<file path="src/hw/rtl/bpt_pkg.sv">
// ----------------------------------------------------------------------------
// bpt_pkg
// Shared types and constants for the bidirectional pair table: opcodes,
// status codes, the slot contents and the token that walks the cell chain.
// ----------------------------------------------------------------------------
package bpt_pkg;

    // number of slots, one cell each
    localparam int ENTRIES = 64;
    localparam int KEY_W   = 32;
    localparam int OP_W    = 3;
    localparam int ST_W    = 2;

    typedef enum logic [OP_W-1:0] {
        OP_PUT    = 3'd0,
        OP_GET_S  = 3'd1,
        OP_GET_F  = 3'd2,
        OP_RM_F   = 3'd3,
        OP_RM_S   = 3'd4,
        OP_CLEAR  = 3'd5
    } op_t;

    typedef enum logic [ST_W-1:0] {
        ST_OK   = 2'd0,
        ST_NONE = 2'd1,
        ST_FULL = 2'd2
    } status_t;

    // contents of one slot
    typedef struct packed {
        logic                    valid;
        logic signed [KEY_W-1:0] first;
        logic signed [KEY_W-1:0] second;
    } entry_t;

    // operation in flight, handed from cell to cell
    typedef struct packed {
        op_t                     op;
        logic signed [KEY_W-1:0] fk;
        logic signed [KEY_W-1:0] sk;
        logic signed [KEY_W-1:0] found;
        logic                    hit;
        logic                    placed;
    } tok_t;

endpackage

</file>
<file path="src/hw/rtl/bpt_cell.sv">
// ----------------------------------------------------------------------------
// bpt_cell
// One slot of the pair table. Holds a pair and applies the passing token:
// key compare, take-over of the right neighbor's pair during compaction,
// append of a new pair at the first free slot, and clear.
// ----------------------------------------------------------------------------
module bpt_cell (
    input  logic            aclk,
    input  logic            aresetn,
    input  logic            tok_in_vld,
    input  bpt_pkg::tok_t   tok_in,
    input  logic            advance,
    input  bpt_pkg::entry_t nbr,
    output bpt_pkg::entry_t own,
    output logic            tok_out_vld,
    output bpt_pkg::tok_t   tok_out
);

    logic                            valid_reg, valid_next;
    logic signed [bpt_pkg::KEY_W-1:0] first_reg, first_next;
    logic signed [bpt_pkg::KEY_W-1:0] second_reg, second_next;
    logic                            tv_reg, tv_next;
    bpt_pkg::tok_t                   tok_reg, tok_next;

    logic            use_first;
    logic            uses_key;
    logic            moves;
    logic            match;
    logic            new_hit;
    logic            shift;
    bpt_pkg::entry_t ent_next;

    assign own = '{valid: valid_reg, first: first_reg, second: second_reg};

    // opcode decode
    always_comb begin
        use_first = 1'b0;
        uses_key  = 1'b0;
        moves     = 1'b0;
        unique case (tok_reg.op) inside
            bpt_pkg::OP_PUT: begin
                uses_key = 1'b1;
                moves    = 1'b1;
            end
            bpt_pkg::OP_GET_S: begin
                uses_key  = 1'b1;
                use_first = 1'b1;
            end
            bpt_pkg::OP_GET_F: begin
                uses_key = 1'b1;
            end
            bpt_pkg::OP_RM_F: begin
                uses_key  = 1'b1;
                use_first = 1'b1;
                moves     = 1'b1;
            end
            bpt_pkg::OP_RM_S: begin
                uses_key = 1'b1;
                moves    = 1'b1;
            end
            default: begin
                uses_key = 1'b0;
            end
        endcase
    end

    // compare, compaction, append and clear
    always_comb begin
        match   = uses_key && valid_reg &&
                  (use_first ? (first_reg == tok_reg.fk) : (second_reg == tok_reg.sk));
        new_hit = match && !tok_reg.hit;

        tok_out     = tok_reg;
        tok_out.hit = tok_reg.hit | new_hit;
        if (new_hit && tok_reg.op == bpt_pkg::OP_GET_S) begin
            tok_out.found = second_reg;
        end else if (new_hit && tok_reg.op == bpt_pkg::OP_GET_F) begin
            tok_out.found = first_reg;
        end

        // once the doomed pair is passed, every younger pair moves down one slot
        shift    = tok_out.hit && moves;
        ent_next = shift ? nbr : own;

        if (tok_reg.op == bpt_pkg::OP_PUT && !ent_next.valid && !tok_reg.placed) begin
            ent_next       = '{valid: 1'b1, first: tok_reg.fk, second: tok_reg.sk};
            tok_out.placed = 1'b1;
        end
        if (tok_reg.op == bpt_pkg::OP_CLEAR) begin
            ent_next.valid = 1'b0;
        end
    end

    assign tok_out_vld = tv_reg && advance;

    // next state of slot and token holder
    always_comb begin
        valid_next  = valid_reg;
        first_next  = first_reg;
        second_next = second_reg;
        if (tok_out_vld) begin
            valid_next  = ent_next.valid;
            first_next  = ent_next.first;
            second_next = ent_next.second;
        end
        tv_next  = tv_reg;
        tok_next = tok_reg;
        if (tok_in_vld) begin
            tv_next  = 1'b1;
            tok_next = tok_in;
        end else if (advance) begin
            tv_next = 1'b0;
        end
    end

    // control state
    always_ff @(posedge aclk) begin
        if (!aresetn) begin
            valid_reg <= 1'b0;
            tv_reg    <= 1'b0;
        end else begin
            valid_reg <= valid_next;
            tv_reg    <= tv_next;
        end
    end

    // payload
    always_ff @(posedge aclk) begin
        first_reg  <= first_next;
        second_reg <= second_next;
        tok_reg    <= tok_next;
    end

endmodule

</file>
<file path="config.mk">
export PLATFORM = sky130hd
export DESIGN_NAME = bpt_cell
export DESIGN_NICKNAME = d
export VERILOG_FILES = /design/src/hw/rtl/bpt_pkg.sv /design/src/hw/rtl/bpt_cell.sv
export SDC_FILE = /design/constraint.sdc
export NUM_CORES = 1
export LEC_CHECK = 0
export BUFFER_PORTS_ARGS = -buffer_cell sky130_fd_sc_hd__buf_2
export CORE_AREA = 2 2 164 166
export CTS_BUF_LIST = sky130_fd_sc_hd__clkbuf_2 sky130_fd_sc_hd__clkbuf_4 sky130_fd_sc_hd__clkbuf_8
export DETAILED_ROUTE_END_ITERATION = 6
export DIE_AREA = 0 0 166 168
export SYNTH_ARGS = -nofsm -noshare
export SYNTH_HDL_FRONTEND = slang
export SYNTH_SLANG_ARGS = --single-unit
</file>
<file path="constraint.sdc">
create_clock -name aclk -period 7.53 [get_ports aclk]
set_clock_uncertainty 0.15 [all_clocks]
set_input_delay 1.506 -clock aclk [delete_from_list [all_inputs] [get_ports aclk]]
set_output_delay 1.506 -clock aclk [all_outputs]
set_load 0.02 [all_outputs]
</file>
==> flow_summary.toml, run 1 <==
[outcome]
status = "finished clean"

[route]
ant_nets = 0
drtPass1Iterations = 5
wl_mm = 33.89
via_per_inst = 5.386
drcViolationCount = 0
vias = 7239
drt_iter0_drc = 616
wire_per_inst_um = 25.21

[critical_path]
end_kind = "output port"
startpoint_type = "flop"
cp.required_ns = 5.87
startpoint = "tok_out[40]"
arrival_ns = 3.95
critical_path.max_fanout = 28
path_class = "reg2out"
reg2reg_from = "first_reg[16]"

[synthesis]
postSynthCellCount = 738
netlist_area_um2 = 9030
ys_seq_area_share_pct = 55.31
synth_area_leaders = "edfxtp_1, o211ai_1, mux2_1"
synth_edf_count = 165
yosysUniqueCellTypes = 37
ys_ff_latch = 167
yosys_most_used_dff = "edfxtp_1"
yosysWarnings = 0
syn_nets = 908
syn_avg_cell_area_um2 = 12.24
synth.most_common_cell = "edfxtp_1"
post-synth-top-area-cell = "edfxtp_1"
async_reset_ff_share_pct = 0
yosysTopAreaCellShare_pct = 54.87
synth_common_cells = "edfxtp_1, o211ai_1, buf_4"

[power]
comb_power_share_pct = 14.1
power_density_nw_per_um2 = 198.0
p_int_mw = 1.541
p_switching_mw = 0.6266
p_leak_nw = 4.037
worst_ir_drop_vdd_uv = 105.5
clkPwrFrac_pct = 33.4
switching_share_pct = 28.91
p_seq_share_pct = 52.4

[timing]
maxSlewHeadroom_pct = 23.91
finalCriticalPeriod_ns = 5.603
finalCritPeriodShare_pct = 74.41
finalMaxSlewViolations = 0
tightestPinTransition_ns = 1.118
setup_tns_ns = 0
rsz0062_at_grt = "false"
hold_violations = 0
max_freq_ghz = 0.1785
setup_viol = 0

[finish]
fin_nets = 1151
fin_area_um2 = 10950
area_delta_synth_final_pct = 21.23
largest_register_ffs = 67
final_cells = 1344
drive_gt1_share_pct = 39.94

[place]
io_buffers = 336
routabilityCongestion = 0.8008
post_dp_cell_area_um2 = 10500
dp_hpwl_mm = 24.34
dpl.cell_count = 1303

[clock_tree]
post_cts_buffers = 0
cts_buffers = 17
worst_skew_pair.late_latency_ns = 0.48
clock_sinks = 167
htreeDepth = 4
cts.clk_slew.worst_paths_ns = 0.10
hold_buffers = 0
tritoncts = "built"
cts_buffer_depth = 2
post_cts_resize_count = 0
cts-root-buf = "clkbuf_8"

[die]
dieArea_um2 = 27890
rows = 60
die_x_um = 166
fp.dieH_um = 168
start_util_pct = 34.27
core-area_um2 = 26350
num_io_pins = 337

[global_route]
grt_pass1_wl_mm = 48.11
antenna_found_initial = 8
grt_pass1_vias = 7038
grt_max_degree = 71
grtUsageTotal_pct = 23.63
gr-total-overflow = 0

[worst_hold_path]
hp-class = "reg2reg"
hold_start = "tv_reg"

[flow_run]
maxCapViolCount = 0
placed cells by master (no fill, tap or decap), types with 3 or more instances in the layout:
cell type,synthesis,final
buf_2,14,335
edfxtp_1,165,165
o211ai_1,128,128
nand2_1,69,69
o21ai_0,66,66
mux2_1,60,60
xor2_1,59,59
clkbuf_8,0,17
buf_4,72,11
nor4_1,11,10
diode_2,0,9
nor4_2,5,5
xnor2_1,5,5
nor3_1,6,5
nor2_1,4,4
mux2_2,4,4
inv_6,0,4
nand4_1,3,3
nand3_1,3,3
nor2b_1,3,3
a21oi_1,4,3
bufinv_16,0,3
cell families (layout without fill, tap and decap cells):
| logic type | Yosys count | in the layout | share of synthesized area, % |
|---|---|---|---|
| AO/OA/AOI/OAI | 206 | 206 | 15.35 |
| XOR/XNOR | 64 | 64 | 6.208 |
| buffers and inverters | 124 | 380 | 8.660 |
| flip-flops | 167 | 167 | 55.31 |
| multiplexers | 65 | 65 | 8.231 |
| other | 0 | 9 | 0 |
| AND/OR/NAND/NOR | 112 | 112 | 6.235 |
routing by layer:
| metal | vias to the layer above | GRT usage, % | wire, um |
|---|---|---|---|
| li1 | 3238 | - | - |
| met1 | 3587 | 30.95 | 13970 |
| met2 | 383 | 39.87 | 16730 |
| met3 | 29 | 5.383 | 2696 |
| met4 | 2 | 5.747 | 485 |
| met5 | - | 0 | 7 |
area by class of cell:
cell class              instances  area [um^2]
flip-flops and latches        167         4995
well taps                     341        426.7
clock buffers                  18        241.5
clock inverters                14        185.2
repair buffers                346         1759
diodes                          9        22.52
inverters                       2        7.507
multi-input cells             447         3309
fillers                      2533        15400
through the flow:
step                      hold slack, ns  util [%]  worst slack [ns]  power [mW]
after global placement            0.4090     39.84             2.411       1.461
final                             0.4595     41.54             1.927       2.168
after detailed placement          0.4289     39.84             2.383       1.465
after global routing              0.5073     41.49             1.689       2.247
after CTS                         0.4534     41.46             1.835       2.186
after floorplan                   0.3897         -             1.860       1.337
power by group through the flow:
stage / clock (mW) / sequential [mW] / combinational, mW
floorplan: 0 / 1.14 / 0.194
global placement: 0 / 1.16 / 0.305
detailed placement: 0 / 1.16 / 0.307
CTS: 0.740 / 1.14 / 0.309
global route: 0.777 / 1.14 / 0.327
finish: 0.725 / 1.14 / 0.307
worst max-delay path: stages, from the launching register on:
cell,delay [ns]
edfxtp_1,0.47
xor2_1,0.20
nor4_2,0.43
nand4_2,0.33
nor4_4,0.51
buf_4,0.47
mux2_1,0.44
mux2_1,0.40
buf_2,0.20
worst paths after layout:
kind / endpoint / slack, ns / cells after the start
worst max-delay path: tok_out[21] / 1.93 / 8
worst min-delay path: tv_reg / 0.46 / 2
worst max register to register: second_reg[28] / 2.73 / 8
worst min register to register: tv_reg / 0.46 / 2
Power figures use the tool's default switching activity.
==> run 2: changes to the inputs <==
ABC_AREA = 1   (was not set)
CORE_AREA = 2 2 161 163   (was 2 2 164 166)
DIE_AREA = 0 0 163 165   (was 0 0 166 168)
clock period = 4.7 ns   (was 7.53 ns; I/O delays follow)
==> flow_summary.toml, run 2 <==
[outcome]
status = "finished clean"

[critical_path]
critical_path.max_fanout = 23
startpoint_type = "flop"
crit_buf_inv = 3
critical_path.max_stage_delay_ns = 0.44
end_kind = "output port"
cp_common_cell = "nand2_1"
reg2reg_from = "second_reg[21]"
crit_chain = "inv_1 -> nand2_1 -> nand2_1 -> nand2_1 -> nor2_1 -> nand2_1 -> nor2_1 -> nand2_1 -> nand2_1 -> nand3_2 -> nor2_4 -> nand2_4 -> buf_4 -> a31oi_1 -> buf_2"
cp_top_family = "simple AND/OR/NAND/NOR gates"
startpoint = "second_reg[21]"
critical-path-slowest-cell = "edfxtp_1"
path_class = "reg2out"
arrival_ns = 3.21
cp.required_ns = 3.61

[power]
worst_ir_drop_vdd_uv = 152.3
switching_share_pct = 29.14
finalPower_mw = 3.298
clkPwrFrac_pct = 30.7
p_switching_mw = 0.9612
p_leak_nw = 5.019
p_seq_share_pct = 54.5
comb_power_share_pct = 14.9
p_int_mw = 2.337
power_density_nw_per_um2 = 311.1

[finish]
largest_register_ffs = 67
fillCellCount = 2562
final_cell_mix = "buf_2, nand2_1, edfxtp_1"
fin_nets = 1380
seqCellArea_um2 = 4995
area_delta_synth_final_pct = 21.55
drive_gt1_share_pct = 32.82
fin_util_pct = 42.34
multi_input_area_um2 = 2427
final_cells = 1557
layout_commonest_cell = "buf_2"

[clock_tree]
tritoncts = "built"
post_cts_resize_count = 1
hold_buffers = 0
htreeDepth = 4
clock_sinks = 167
post_cts_buffers = 0
cts_buffer_depth = 2
cts-root-buf = "clkbuf_8"
cts.clk_slew.worst_paths_ns = 0.10
cts_buffers = 17
worst_skew_pair.late_latency_ns = 0.47

[timing]
max_freq_ghz = 0.2326
finalMaxSlewViolations = 0
rsz0062_at_grt = "false"
setup_tns_ns = 0
setup_viol = 0
tightestPinTransition_ns = 0.8310
finalCriticalPeriod_ns = 4.299
maxSlewHeadroom_pct = 44.60
hold_violations = 0
finalCritPeriodShare_pct = 91.46
timing.hold.ws_ns = 0.3537

[synthesis]
synth.most_common_cell = "nand2_1"
post-synth-top-area-cell = "edfxtp_1"
postSynthCellCount = 947
synth_common_cells = "nand2_1, edfxtp_1, inv_1"
yosysUniqueCellTypes = 25
ys_seq_area_share_pct = 57.27
syn_avg_cell_area_um2 = 9.210
yosysWarnings = 0
netlist_area_um2 = 8722
yosys_most_used_dff = "edfxtp_1"
async_reset_ff_share_pct = 0
ys_ff_latch = 167
syn_nets = 1117
synth_area_leaders = "edfxtp_1, nand2_1, inv_1"
synth_edf_count = 165
yosysTopAreaCellShare_pct = 56.81

[route]
drtPass1Iterations = 7
via_per_inst = 4.445
wire_per_inst_um = 17.18
wl_mm = 26.76
vias = 6921
drcViolationCount = 0
drt_iter0_drc = 534
ant_nets = 0

[die]
rows = 58
core-area_um2 = 25040
dieArea_um2 = 26900
fp.dieH_um = 165
start_util_pct = 34.84
die_x_um = 163
num_io_pins = 337

[global_route]
grt_pass1_vias = 6545
antenna_found_initial = 7
gr-total-overflow = 0
grt_pass1_wl_mm = 38.33
grt_max_degree = 67
grtUsageTotal_pct = 19.32

[worst_hold_path]
hp-class = "reg2reg"
hold_start = "tv_reg"

[place]
io_buffers = 336
dpl.cell_count = 1521
dp_hpwl_mm = 20.09
routabilityCongestion = 0.8905

[flow_run]
maxCapViolCount = 0
## run 2: cell types whose count changed after synthesis, moves of 19 or more
cell / change
o21ai_1: +58
xnor2_1: +37
a21oi_1: +30
xor2_1: -59
nand2_1: +119
o211ai_1: -127
nor2_1: +121
nand3_1: +19
inv_1: +149
o21ai_0: -48
mux2_1: -60
## run 2: kinds of logic (layout without fill, tap and decap cells)
kind of cell | count (synthesis) | count (layout) | share of synthesized area, %
AND/OR/NAND/NOR | 346 | 346 | 15.65
flip-flops | 167 | 167 | 57.27
other | 0 | 5 | 0
buffers and inverters | 267 | 542 | 15.44
XOR/XNOR | 42 | 42 | 4.217
AO/OA/AOI/OAI | 125 | 125 | 7.431
## run 2: layout make-up
| class | instances | share of cell area [%] |
|---|---|---|
| Sequential cell | 167 | 47.11 |
| Multi-Input combinational cell | 513 | 22.90 |
| Timing Repair Buffer | 347 | 16.78 |
| Clock inverter | 14 | 1.180 |
| Antenna cell | 5 | 0.1180 |
| Clock buffer | 17 | 2.207 |
| Tap cell | 330 | 3.895 |
| Inverter | 164 | 5.807 |
## run 2: path summary, 6_finish.rpt
path              depth (start not counted)  slack [ns]             end
setup / recovery                         15        0.40     tok_out[16]
hold / removal                            2        0.35          tv_reg
setup reg to reg                         17        1.31  second_reg[13]
hold reg to reg                           2        0.35          tv_reg
## run 2: power by group through the flow
| stage | sequential [mW] | combinational [mW] | clock, mW |
|---|---|---|---|
| finish | 1.80 | 0.490 | 1.01 |
| global route | 1.81 | 0.542 | 1.09 |
| CTS | 1.80 | 0.495 | 1.04 |
| detailed placement | 1.83 | 0.493 | 0 |
| global placement | 1.83 | 0.490 | 0 |
| floorplan | 1.82 | 0.335 | 0 |
## run 2: worst min-delay path, stage by stage (launching register included)
cell and delay [ns]:
dfxtp_1 0.34, a21oi_1 0.06, nor2_1 0.07
## run 2: through the flow
stage	cell area [um^2]	setup WS [ns]
after floorplan	8726	0.3717
after global placement	10210	0.5336
after detailed placement	10210	0.4910
after CTS	10580	0.006295
after global routing	10590	0.05990
final	10600	0.4015
## run 2: per-layer routing
| metal | track usage (%) | wire length [um] | share of wire (%) |
|---|---|---|---|
| met5 | 0 | 41 | 0.15 |
| met4 | 6.074 | 526 | 2.0 |
| met3 | 6.052 | 2187 | 8.2 |
| met2 | 30.62 | 12330 | 46 |
| met1 | 25.29 | 11670 | 44 |
